### config.mk
export PLATFORM = sky130hd
export DESIGN_NAME = stuffed_packet_framer_pingpong
export DESIGN_NICKNAME = d
export VERILOG_FILES = /design/src/design/spf_pkg.sv /design/src/design/spf_shifter.sv /design/src/design/spf_out_reg.sv /design/src/design/stuffed_packet_framer_pingpong.sv
export SDC_FILE = /design/constraint.sdc
export NUM_CORES = 1
export LEC_CHECK = 0
export BUFFER_PORTS_ARGS = -buffer_cell sky130_fd_sc_hd__buf_4
export CAP_MARGIN = 20
export CORE_MARGIN = 5
export CORE_UTILIZATION = 45
export CTS_BUF_LIST = sky130_fd_sc_hd__clkbuf_2
export DETAILED_ROUTE_END_ITERATION = 6
export PLACE_DENSITY = 0.61
export SYNTH_ARGS = -nofsm -noshare
export SYNTH_HDL_FRONTEND = slang
export SYNTH_HIERARCHICAL = 1
export SYNTH_SLANG_ARGS = --single-unit
### constraint.sdc
create_clock -name clk -period 15.3 [get_ports clk]
set_input_delay 3.06 -clock clk [delete_from_list [all_inputs] [get_ports clk]]
set_output_delay 3.06 -clock clk [all_outputs]
set_load 0.1 [all_outputs]
### src/design/spf_pkg.sv
// Shared types and constants for the stuffed packet framer.
// Used by every module of the framer and by its checker; no dependencies.
package spf_pkg;

  // result kinds shown on the master-side tuser
  localparam logic [1:0] KIND_FRAME = 2'd0;
  localparam logic [1:0] KIND_DROP  = 2'd1;
  localparam logic [1:0] KIND_SWAP  = 2'd2;

  // configuration register indexes
  localparam logic [1:0] REG_START    = 2'd0;
  localparam logic [1:0] REG_ESCAPE   = 2'd1;
  localparam logic [1:0] REG_CAPACITY = 2'd2;

  // reset values of the configuration registers
  localparam logic [7:0]  START_RESET    = 8'h7E;
  localparam logic [7:0]  ESCAPE_RESET   = 8'h7D;
  localparam logic [12:0] CAPACITY_RESET = 13'd4096;

  // largest frame that must fit, and physical bank depth
  localparam int MAX_FRAME  = 32;
  localparam int BANK_DEPTH = 4096;

  // raw bytes of a record: 4 stamp, 2 id, up to 8 payload
  localparam int RAW_BYTES = 14;
  localparam int RAW_BITS  = RAW_BYTES * 8;

  localparam logic [7:0] ESC_XOR  = 8'h20;
  localparam logic [4:0] PAD_MASK = 5'd7;

  // one result item
  typedef struct packed {
    logic [1:0]  kind;
    logic [7:0]  out_byte;
    logic [11:0] byte_addr;
    logic        bank_sel;
    logic [12:0] reported_fill;
    logic        last;
  } result_t;

endpackage

### src/design/spf_shifter.sv
// Byte-wide rotating shift register holding the raw record bytes.
// Flags the byte at the head when it equals the start or escape value.
// Depends on spf_pkg.
module spf_shifter (
  input  logic                        clk,
  input  logic                        load,
  input  logic [spf_pkg::RAW_BITS-1:0] load_bytes,
  input  logic                        rotate,
  input  logic [7:0]                  start_value,
  input  logic [7:0]                  escape_value,
  output logic [7:0]                  top_byte,
  output logic                        top_ctrl
);

  localparam int W = spf_pkg::RAW_BITS;

  logic [W-1:0] sr;

  // load a record, or rotate one byte toward the head
  always_ff @(posedge clk) begin
    if (load) begin
      sr <= load_bytes;
    end else if (rotate) begin
      sr <= {sr[W-9:0], sr[W-1:W-8]};
    end
  end

  assign top_byte = sr[W-1:W-8];
  assign top_ctrl = (top_byte == start_value) || (top_byte == escape_value);

endmodule

### src/design/spf_out_reg.sv
// Single-entry output register for the master-side stream.
// Takes a new result whenever it is empty or its result is being taken.
// Depends on spf_pkg.
module spf_out_reg (
  input  logic             clk,
  input  logic             rst,
  input  logic             load,
  input  spf_pkg::result_t din,
  input  logic             ready,
  output logic             valid,
  output spf_pkg::result_t dout,
  output logic             free
);

  assign free = !valid || ready;

  // valid flag
  always_ff @(posedge clk) begin
    if (rst) begin
      valid <= 1'b0;
    end else if (free) begin
      valid <= load;
    end
  end

  // payload
  always_ff @(posedge clk) begin
    if (free && load) begin
      dout <= din;
    end
  end

endmodule

### src/design/stuffed_packet_framer_pingpong.sv
// Byte-stuffing framer for a two-bank log buffer.
// Append: accept, an escape scan over the raw bytes, a space check,
//   then one frame byte per cycle while the output register is free (8 to 32 bytes).
// Drop and swap give one result; a swap is taken in the accept cycle.
// Throughput is set by the byte-serial scan and emit through the shift register.
// Synchronous reset: idle, bank 0, fill 0, registers to 0x7E, 0x7D and 4096.
module stuffed_packet_framer_pingpong (
  input  logic         clk,
  input  logic         rst,
  // slave side
  input  logic         s_tvalid,
  output logic         s_tready,
  input  logic [119:0] s_tdata,   // stamp[31:0], record_id[47:32], payload[111:48],
                                  // payload_len[115:112], zero fill
  input  logic         s_tuser,   // command
  // master side
  output logic         m_tvalid,
  input  logic         m_tready,
  output logic [39:0]  m_tdata,   // out_byte[7:0], byte_addr[19:8], bank_sel[20],
                                  // reported_fill[33:21], zero fill
  output logic [1:0]   m_tuser,   // kind
  output logic         m_tlast,   // last
  // configuration
  input  logic         wr_en,
  input  logic [1:0]   wr_index,
  input  logic [12:0]  wr_data
);

  localparam logic [1:0] ST_IDLE   = 2'd0;
  localparam logic [1:0] ST_COUNT  = 2'd1;
  localparam logic [1:0] ST_DECIDE = 2'd2;
  localparam logic [1:0] ST_EMIT   = 2'd3;

  logic [1:0]  state;
  logic [3:0]  cnt;
  logic [3:0]  esc_cnt;
  logic [3:0]  raw_len;
  logic [4:0]  pad_last;
  logic [4:0]  k;
  logic [3:0]  ri;
  logic        half;
  logic        active_bank;
  logic [12:0] fill_level;
  logic [7:0]  start_value;
  logic [7:0]  escape_value;
  logic [12:0] bank_capacity;

  logic [31:0] in_stamp;
  logic [15:0] in_id;
  logic [63:0] in_payload;
  logic [3:0]  in_len;
  logic [3:0]  len_clamped;
  logic [63:0] pay_top;

  logic [7:0]  top_byte;
  logic        top_ctrl;
  logic        rotate;
  logic        accept;
  logic        out_free;
  logic        out_load;
  logic        out_valid;
  spf_pkg::result_t out_din;
  spf_pkg::result_t out_q;

  logic [4:0]  pad_last_c;
  logic [5:0]  pad_size_c;
  logic [12:0] cap;
  logic [12:0] space;
  logic        drop;
  logic        raw_left;
  logic [12:0] addr_sum;

  assign in_stamp   = s_tdata[31:0];
  assign in_id      = s_tdata[47:32];
  assign in_payload = s_tdata[111:48];
  assign in_len     = s_tdata[115:112];

  assign s_tready = (state == ST_IDLE) && out_free;
  assign accept   = s_tvalid && s_tready;

  // payload bytes moved so the highest valid index sits at the top
  assign len_clamped = (in_len > 4'd8) ? 4'd8 : in_len;
  assign pay_top     = in_payload << {(4'd8 - len_clamped), 3'b000};

  // frame length and space check
  assign pad_last_c = ({1'b0, raw_len} + {1'b0, esc_cnt}) | spf_pkg::PAD_MASK;
  assign pad_size_c = {1'b0, pad_last_c} + 6'd1;
  assign cap   = (bank_capacity > 13'(spf_pkg::BANK_DEPTH)) ?
                 13'(spf_pkg::BANK_DEPTH) : bank_capacity;
  assign space = (fill_level < cap) ? (cap - fill_level) : 13'd0;
  assign drop  = (space < 13'(spf_pkg::MAX_FRAME)) || (space < {7'd0, pad_size_c});

  assign raw_left = (ri < raw_len);
  assign addr_sum = fill_level + {8'd0, k};

  // shift register advance: every scan cycle, and after each finished data byte
  always_comb begin
    rotate = 1'b0;
    if (state == ST_COUNT) begin
      rotate = 1'b1;
    end else if (state == ST_EMIT && out_free && k != 5'd0 && raw_left) begin
      rotate = half || !top_ctrl;
    end
  end

  // result selection
  always_comb begin
    out_load = 1'b0;
    out_din  = '0;
    out_din.bank_sel = active_bank;
    out_din.last     = 1'b1;
    unique case (state)
      ST_IDLE: begin
        if (accept && s_tuser) begin
          out_load = 1'b1;
          out_din.kind = spf_pkg::KIND_SWAP;
          out_din.reported_fill = fill_level;
        end
      end
      ST_DECIDE: begin
        if (drop) begin
          out_load = 1'b1;
          out_din.kind = spf_pkg::KIND_DROP;
        end
      end
      ST_EMIT: begin
        out_load = 1'b1;
        out_din.kind = spf_pkg::KIND_FRAME;
        out_din.byte_addr = addr_sum[11:0];
        out_din.last = (k == pad_last);
        if (k == 5'd0) begin
          out_din.out_byte = start_value;
        end else if (raw_left) begin
          if (half) begin
            out_din.out_byte = top_byte ^ spf_pkg::ESC_XOR;
          end else if (top_ctrl) begin
            out_din.out_byte = escape_value;
          end else begin
            out_din.out_byte = top_byte;
          end
        end
      end
      default: begin
      end
    endcase
  end

  // configuration registers
  always_ff @(posedge clk) begin
    if (rst) begin
      start_value   <= spf_pkg::START_RESET;
      escape_value  <= spf_pkg::ESCAPE_RESET;
      bank_capacity <= spf_pkg::CAPACITY_RESET;
    end else if (wr_en) begin
      unique case (wr_index)
        spf_pkg::REG_START:    start_value   <= wr_data[7:0];
        spf_pkg::REG_ESCAPE:   escape_value  <= wr_data[7:0];
        spf_pkg::REG_CAPACITY: bank_capacity <= wr_data;
        default: begin
        end
      endcase
    end
  end

  // sequencer and bank state
  always_ff @(posedge clk) begin
    if (rst) begin
      state       <= ST_IDLE;
      active_bank <= 1'b0;
      fill_level  <= 13'd0;
      cnt         <= 4'd0;
      esc_cnt     <= 4'd0;
      raw_len     <= 4'd0;
      pad_last    <= 5'd0;
      k           <= 5'd0;
      ri          <= 4'd0;
      half        <= 1'b0;
    end else begin
      unique case (state)
        ST_IDLE: begin
          if (accept) begin
            if (s_tuser) begin
              fill_level  <= 13'd0;
              active_bank <= ~active_bank;
            end else begin
              state   <= ST_COUNT;
              cnt     <= 4'd0;
              esc_cnt <= 4'd0;
              raw_len <= 4'd6 + len_clamped;
            end
          end
        end
        ST_COUNT: begin
          if (cnt < raw_len && top_ctrl) begin
            esc_cnt <= esc_cnt + 4'd1;
          end
          cnt <= cnt + 4'd1;
          if (cnt == 4'(spf_pkg::RAW_BYTES - 1)) begin
            state <= ST_DECIDE;
          end
        end
        ST_DECIDE: begin
          pad_last <= pad_last_c;
          k        <= 5'd0;
          ri       <= 4'd0;
          half     <= 1'b0;
          if (!drop) begin
            state <= ST_EMIT;
          end else if (out_free) begin
            state <= ST_IDLE;
          end
        end
        ST_EMIT: begin
          if (out_free) begin
            k <= k + 5'd1;
            if (k != 5'd0 && raw_left) begin
              if (half) begin
                half <= 1'b0;
                ri   <= ri + 4'd1;
              end else if (top_ctrl) begin
                half <= 1'b1;
              end else begin
                ri <= ri + 4'd1;
              end
            end
            if (k == pad_last) begin
              fill_level <= fill_level + {8'd0, pad_last} + 13'd1;
              state      <= ST_IDLE;
            end
          end
        end
        default: begin
          state <= ST_IDLE;
        end
      endcase
    end
  end

  spf_shifter u_shifter (
    .clk          (clk),
    .load         (accept && !s_tuser),
    .load_bytes   ({in_stamp, in_id, pay_top}),
    .rotate       (rotate),
    .start_value  (start_value),
    .escape_value (escape_value),
    .top_byte     (top_byte),
    .top_ctrl     (top_ctrl)
  );

  spf_out_reg u_out (
    .clk   (clk),
    .rst   (rst),
    .load  (out_load),
    .din   (out_din),
    .ready (m_tready),
    .valid (out_valid),
    .dout  (out_q),
    .free  (out_free)
  );

  assign m_tvalid = out_valid;
  assign m_tuser  = out_q.kind;
  assign m_tlast  = out_q.last;
  assign m_tdata  = {6'd0, out_q.reported_fill, out_q.bank_sel, out_q.byte_addr,
                     out_q.out_byte};

endmodule

==> results of run 1 <==
==> flip-flops by register name, summed over array words and instances (netlist names) <==
name	count
active_bank	1
bank_capacity	13
cnt	4
esc_cnt	4
escape_value	8
fill_level	13
half	1
k	5
pad_last	3
raw_len	4
ri	4
start_value	8
state	2
u_out/dout	37
u_out/valid	1
u_shifter/sr	112
==> layout make-up <==
class / instances / area [µm²]
fillers: 2675 / 13600
multi-input cells: 900 / 6510
flip-flops and latches: 220 / 5900
repair buffers: 187 / 1400
well taps: 384 / 480
clock buffers: 94 / 470
inverters: 34 / 128
clock inverters: 12 / 48.8
diodes: 1 / 2.50
==> cell usage after synthesis, types with 33 or more instances <==
library cell,instances
inv_1,33
a21oi_1,64
edfxtp_1,149
xnor2_1,40
ha_1,44
nor2_1,93
dfxtp_1,71
clkbuf_1,39
mux2_2,43
mux2i_1,35
mux2_4,69
o21ai_0,52
nand2_1,179
==> logic make-up (layout without fill, tap and decap cells) <==
family          Yosys count  in the layout  share of synthesized area, %
compound gates          206            206                          10.3
xor+xnor                 51             51                          3.45
fa+ha+maj                46             46                          4.57
buf+inv                 115            327                          4.47
flops                   220            220                          45.6
mux                     153            153                          15.5
other cells               1              7                        0.0290
simple gates            438            438                          16.1
==> routing by layer <==
metal  global-route usage [%]  part of all wire (%)
met5                        0                     0
met4                     5.03                   2.1
met3                     4.91                   5.7
met2                     33.2                    50
met1                     23.7                    43
==> through the flow <==
| stage | setup slack (ps) | util (%) | hold WS [ps] | instances |
|---|---|---|---|---|
| floorplan | 6580 | - | 429 | 1235 |
| global placement | 8360 | 50.5 | 437 | 1725 |
| detailed placement | 8350 | 50.5 | 440 | 1725 |
| CTS | 8350 | 52.3 | 455 | 1831 |
| global route | 8290 | 52.3 | 476 | 1832 |
| finish | 8350 | 52.3 | 452 | 1832 |
==> worst paths after layout <==
path / end / slack [ps] / cells past startpoint
max: s_tready / 8350 / 5
min: bank_capacity[9]$_SDFFE_PP0P_ / 450 / 2
max reg2reg: u_out/dout[13]$_DFFE_PP_ / 10090 / 18
min reg2reg: bank_capacity[9]$_SDFFE_PP0P_ / 450 / 2
==> worst min-delay path, stage by stage, from the launching register on <==
cell and delay, ps:
dfxtp_1 310, nand2_1 50, a21oi_1 50
==> report_power, final <==
part,leakage (µW),internal [µW],switching (µW),total [µW]
clock network,0.000419,161,240,401
registers,0.00199,725,34.4,759
logic,0.00372,163,219,382
==> results.md, run 1 <==
- Status: complete, no violations
- Yosys top cell by area: edfxtp_1
- Number of port buffers: between 150 and 200
- Yosys top cell area share: 34.6%
- Post-DP HPWL: 22.5 mm
- CP most frequent cell: buf_4
- Area of the die: 32200 µm²
- Hold WC Path Type: reg2reg
- Fin nets: 1588
- Placement Cell Area: ~14000 µm²
- Max-slew violation count: 0
- Yosys warns: 6
- Setup Skew: slightly above 60 ps
- Fmax achieved: 144 MHz
- Core area: about 29000 µm²
- CTS tree: yes
- Number of I/O pins: ~190
- Largest cells by area after synthesis: edfxtp_1 35%, dfxtp_1 11%, mux2_4 8.0%
- Post-synth ARST share: 0%
- Worst vdd ir: 56.9 µV
- Sink Count: 220
- Required time of the worst setup path: 12240 ps
- Worst Path Buf+Inv: 3
- TritonRoute pass-1 iters: 4
- First-pass GRT wire length: 50.3 mm
- Initial DRC count: 427
- Power per Cell Area: 103 nW/µm²
- Die width: around 180 µm
- Post-CTS Setup Inserts: 0
- Largest stage delay, worst path: between 300 and 400 ps
- Initial Utilization: 45.3%
- WL per Instance: approximately 17 µm
- Cells after Synth: 1230
- Antenna violations before repair: 1
- Layout area overhead: 15.5%
- Max_cap viols: 0
- Post_cts resized: 0
- Worst slew pin tran: 1100 ps
- Final instance area: roughly 15000 µm²
- Post-layout minimum cycle time: 6950 ps
- Clk_lat worst skew: a little over 800 ps
- Setup TNS: 0 ps
- Cell Chain, Critical Path: buf_4 > nand2b_4 > inv_2 > nor3_2 > buf_4
- Clock buffer count from CTS: 58
- ANT nets after route: 0
- Clock transition at the registers of the reported paths: 80 ps
- Top FF cell, synth: edfxtp_1
- Rows: 62
- CP delay by family, top: buffers and inverters
- Worst-path cell with the longest stage delay: buf_4
- Hold Fails Final Rpt: 0
- Crit Path Class: in2out
- Crit path DAT: 3890 ps
- CP endpoint kind: output pin
- Startpoint types: input pin
- Synth unique cells: 74
- Final period utilization: 45.4%
- CTS Buffer Depth: 3
- Most frequent cells in the layout: 187 x buf_4, 179 x nand2_1, 149 x edfxtp_1
- HP Start: bank_capacity[9]$_SDFFE_PP0P_
- Leak Pwr: 0.00613 µW
- Reg2Reg Launch Point: bank_capacity[12]$_SDFFE_PP1P_
- Post-Syn Area: 12900 µm²
- Syn_area_per_cell: 10.5 µm²
- EDFF count, synth: 149
- CTS root buf: clkbuf_2
- GRT Overall Usage: approximately a fifth
- Total global routing overflow: 0
- # setup viols final: 0
- # DRC: 0
- Total Wirelength: 31.8 mm
- Vias in the first global route: between 9000 and 10000
- GP Congestion: 0.852
- Seq/Total Area, Yosys: 45.6%
- Via count: roughly 9500
- Total power after layout: 1540 µW
- Die H: 180 µm
- CTS H-tree lvls: 2
- RSZ-0062 raised after global routing: no
- Most common library cell in the layout ignoring fill and taps: buf_4
- Rel. slew slack: 26.6%
- Pin count of the biggest net entering global routing: 94
- Critical path origin: m_tready
- Layout cells sized above 1: a little under 30%
- Vias per cell: 5.17
- Max FO, Critical Path: 7
- #FFs+latches synth: 220
- Post-CTS Hold Buffers: 0
Note: power is estimated with default switching activity, not from simulation.
==> run 2: changes to the inputs <==
--- a/config.mk
+++ b/config.mk
@@ -11,7 +11,7 @@
 export CORE_UTILIZATION = 45
 export CTS_BUF_LIST = sky130_fd_sc_hd__clkbuf_2
 export DETAILED_ROUTE_END_ITERATION = 6
-export PLACE_DENSITY = 0.61
+export PLACE_DENSITY = 0.64
 export SYNTH_ARGS = -nofsm -noshare
 export SYNTH_HDL_FRONTEND = slang
 export SYNTH_HIERARCHICAL = 1
==> constraint.sdc (replaced) <==
create_clock -name clk -period 6 [get_ports clk]
set_input_delay 1.2 -clock clk [delete_from_list [all_inputs] [get_ports clk]]
set_output_delay 1.2 -clock clk [all_outputs]
set_load 0.1 [all_outputs]
==> run 2 against run 1 <==
Design area grew 0.54%. Critical path type is now reg2reg. Clock skew grew 32 ps. Critical endpoint is now u_out/dout[32]$_DFFE_PP_. Flip-flop and latch count is the same.
==> results.md, run 2 (same netlist as run 1, synthesis figures left out) <==
- Status: complete, no violations (unchanged)
- Critical path origin: bank_capacity[12]$_SDFFE_PP1P_ (was m_tready)
- Worst vdd ir: 142 µV (was 56.9 µV)
- Total Wirelength: 31.7 mm (was 31.8 mm)
- Largest Register: u_shifter/sr (unchanged)
- Layout area overhead: 16.1% (was 15.5%)
- Clk_lat worst skew: 860 ps (was 830 ps)
- Rel. slew slack: 33.7% (was 26.6%)
- Layout cells sized above 1: 29.4% (was 29.6%)
- CTS H-tree lvls: 2 (unchanged)
- Post-DP HPWL: 22.3 mm (was 22.5 mm)
- Clock transition at the registers of the reported paths: 120 ps (was 80 ps)
- ANT nets after route: 0 (unchanged)
- Vias per cell: 5.25 (was 5.17)
- Startpoint types: register (was input pin)
- Clock buffer count from CTS: 59 (was 58)
- Power per Cell Area: 269 nW/µm² (was 103 nW/µm²)
- First-pass GRT wire length: 50.1 mm (was 50.3 mm)
- Crit path DAT: 5450 ps (was 3890 ps)
- Most frequent cells in the layout: 185 x buf_4, 179 x nand2_1, 149 x edfxtp_1 (was 187 x buf_4, 179 x nand2_1, 149 x edfxtp_1)
- Setup Skew: 93.6 ps (was 61.9 ps)
- Most common library cell in the layout ignoring fill and taps: buf_4 (unchanged)
- RSZ-0062 raised after global routing: no (unchanged)
- CTS root buf: clkbuf_2 (unchanged)
- Post-Layout Cell Count: 1834 (was 1832)
- # setup viols final: 0 (unchanged)
- Reg2Reg Launch Point: bank_capacity[12]$_SDFFE_PP1P_ (unchanged)
- Fin nets: 1589 (was 1588)
- Rows: 62 (unchanged)
- Cell Chain, Critical Path: nor2b_1 > ha_1 > nor2b_1 > o2111ai_1 > nand2_2 > a211oi_2 > o21bai_1 > o2bb2ai_1 > and2_1 > ha_1 > o21ai_0 > nand2b_1 > a21oi_1 > o221ai_1 > o21ai_0 > nand4_1 > o41ai_2 > buf_4 > o31a_1 > and2_4 (was buf_4 > nand2b_4 > inv_2 > nor3_2 > buf_4)
- Total global routing overflow: 0 (unchanged)
- Regs by FF count: u_shifter/sr x112, u_out/dout x37 (unchanged)
- Number of I/O pins: 186 (unchanged)
- CP endpoint kind: register (was output pin)
- Max_cap viols: 0 (unchanged)
- Worst-path cell with the longest stage delay: dfxtp_1 (was buf_4)
- Hold WC Path Type: reg2reg (unchanged)
- Max-slew violation count: 0 (unchanged)
- Post-CTS Hold Buffers: 0 (unchanged)
- Worst slew pin tran: 992 ps (was 1100 ps)
- GRT Overall Usage: 18.8% (was 19.1%)
- Filler cells: 2625 (was 2675)
- Required time of the worst setup path: 6420 ps (was 12240 ps)
- Global route hottest layer: met2 (unchanged)
- GR met1 Demand/Resource: 23.5% (was 23.7%)
- Via count: 9625 (was 9472)
- Crit Path Class: reg2reg (was in2out)
- Die width: 180 µm (unchanged)
- Hold Fails Final Rpt: 0 (unchanged)
- Die H: 180 µm (unchanged)
- Initial DRC count: 754 (was 427)
- Initial Utilization: 45.3% (unchanged)
- WL per Instance: 17.3 µm (about the same)
- Number of port buffers: 175 (unchanged)
- HP Start: bank_capacity[8]$_SDFFE_PP0P_ (was bank_capacity[9]$_SDFFE_PP0P_)
- Antenna violations before repair: 2 (was 1)
- Dpl cells: 1725 (unchanged)
- Leak Pwr: 0.00615 µW (was 0.00613 µW)
- GR met3 Demand/Resource: 4.65% (was 4.91%)
- Vias in the first global route: 9621 (was 9536)
- Post-Route Utilization: 52.6% (was 52.3%)
- # DRC: 0 (unchanged)
- Max FO, Critical Path: 37 (was 7)
- GP Congestion: 0.862 (was 0.852)
- CTS tree: yes (unchanged)
- Area of the die: 32200 µm² (unchanged)
- Final period utilization: 83.8%
- CTS Buffer Depth: 3 (unchanged)
- Post_cts resized: 0 (unchanged)
- Core area: 28500 µm² (unchanged)
- Fmax achieved: 199 MHz
- Sink Count: 220 (unchanged)
- Setup TNS: 0 ps (unchanged)
- Pin count of the biggest net entering global routing: 126 (was 94)
- Post-layout minimum cycle time: 5030 ps
- Post-CTS Setup Inserts: 0 (unchanged)
- Met2 Track Usage GR: 32.0% (was 33.2%)
- Largest stage delay, worst path: 600 ps (was 340 ps)
- Largest register FFs: 112 (unchanged)
- TritonRoute pass-1 iters: 5 (was 4)
run 2: report_power, final:
part	switching [µW]	total [µW]	leakage, µW	internal, µW
sequential	87.0	1930	0.00199	1850
clock	636	1120	0.000437	485
combinational	560	980	0.00373	420
total	1280	4040	0.00615	2750
run 2: path summary, 6_finish.rpt:
kind / endpoint / slack [ps] / depth (start not counted)
worst min-delay path: bank_capacity[8]$_SDFFE_PP0P_ / 450 / 2
worst min register to register: bank_capacity[8]$_SDFFE_PP0P_ / 450 / 2
worst max-delay path: u_out/dout[32]$_DFFE_PP_ / 970 / 20
worst max register to register: u_out/dout[32]$_DFFE_PP_ / 970 / 20
run 2: area by class of cell:
cell class / instances / area [µm²] / area share (%)
diodes: 1 / 2.50 / 0.0167
clock buffers: 90 / 450 / 3.00
clock inverters: 18 / 125 / 0.833
inverters: 34 / 128 / 0.849
multi-input cells: 900 / 6510 / 43.4
flip-flops and latches: 220 / 5900 / 39.2
well taps: 384 / 480 / 3.20
repair buffers: 187 / 1430 / 9.51
run 2: critical path, delay by kind of cell (launching register included):
family | cells | cell delay [ps]
compound gates | 10 | 2010
fa+ha+maj | 2 | 560
buf+inv | 1 | 200
flops | 1 | 600
simple gates | 7 | 1250
run 2: per-layer routing:
metal	routed length, µm	share of wire (%)	vias to the layer above
li1	-	-	4745
met1	13300	42	4535
met2	15500	49	287
met3	2040	6.4	56
met4	894	2.8	2
met5	13	0.041	-
run 2: stage by stage:
step | setup slack (ps) | area, µm² | hold slack [ps] | power [µW]
2_1_floorplan | 263 | 13000 | 429 | 2690
3_3_place_gp | 1120 | 14400 | 439 | 2930
3_5_place_dp | 1050 | 14400 | 438 | 2950
4_1_cts | 969 | 15000 | 457 | 4090
5_1_grt | 545 | 15000 | 483 | 4250
6_report | 971 | 15000 | 455 | 4040
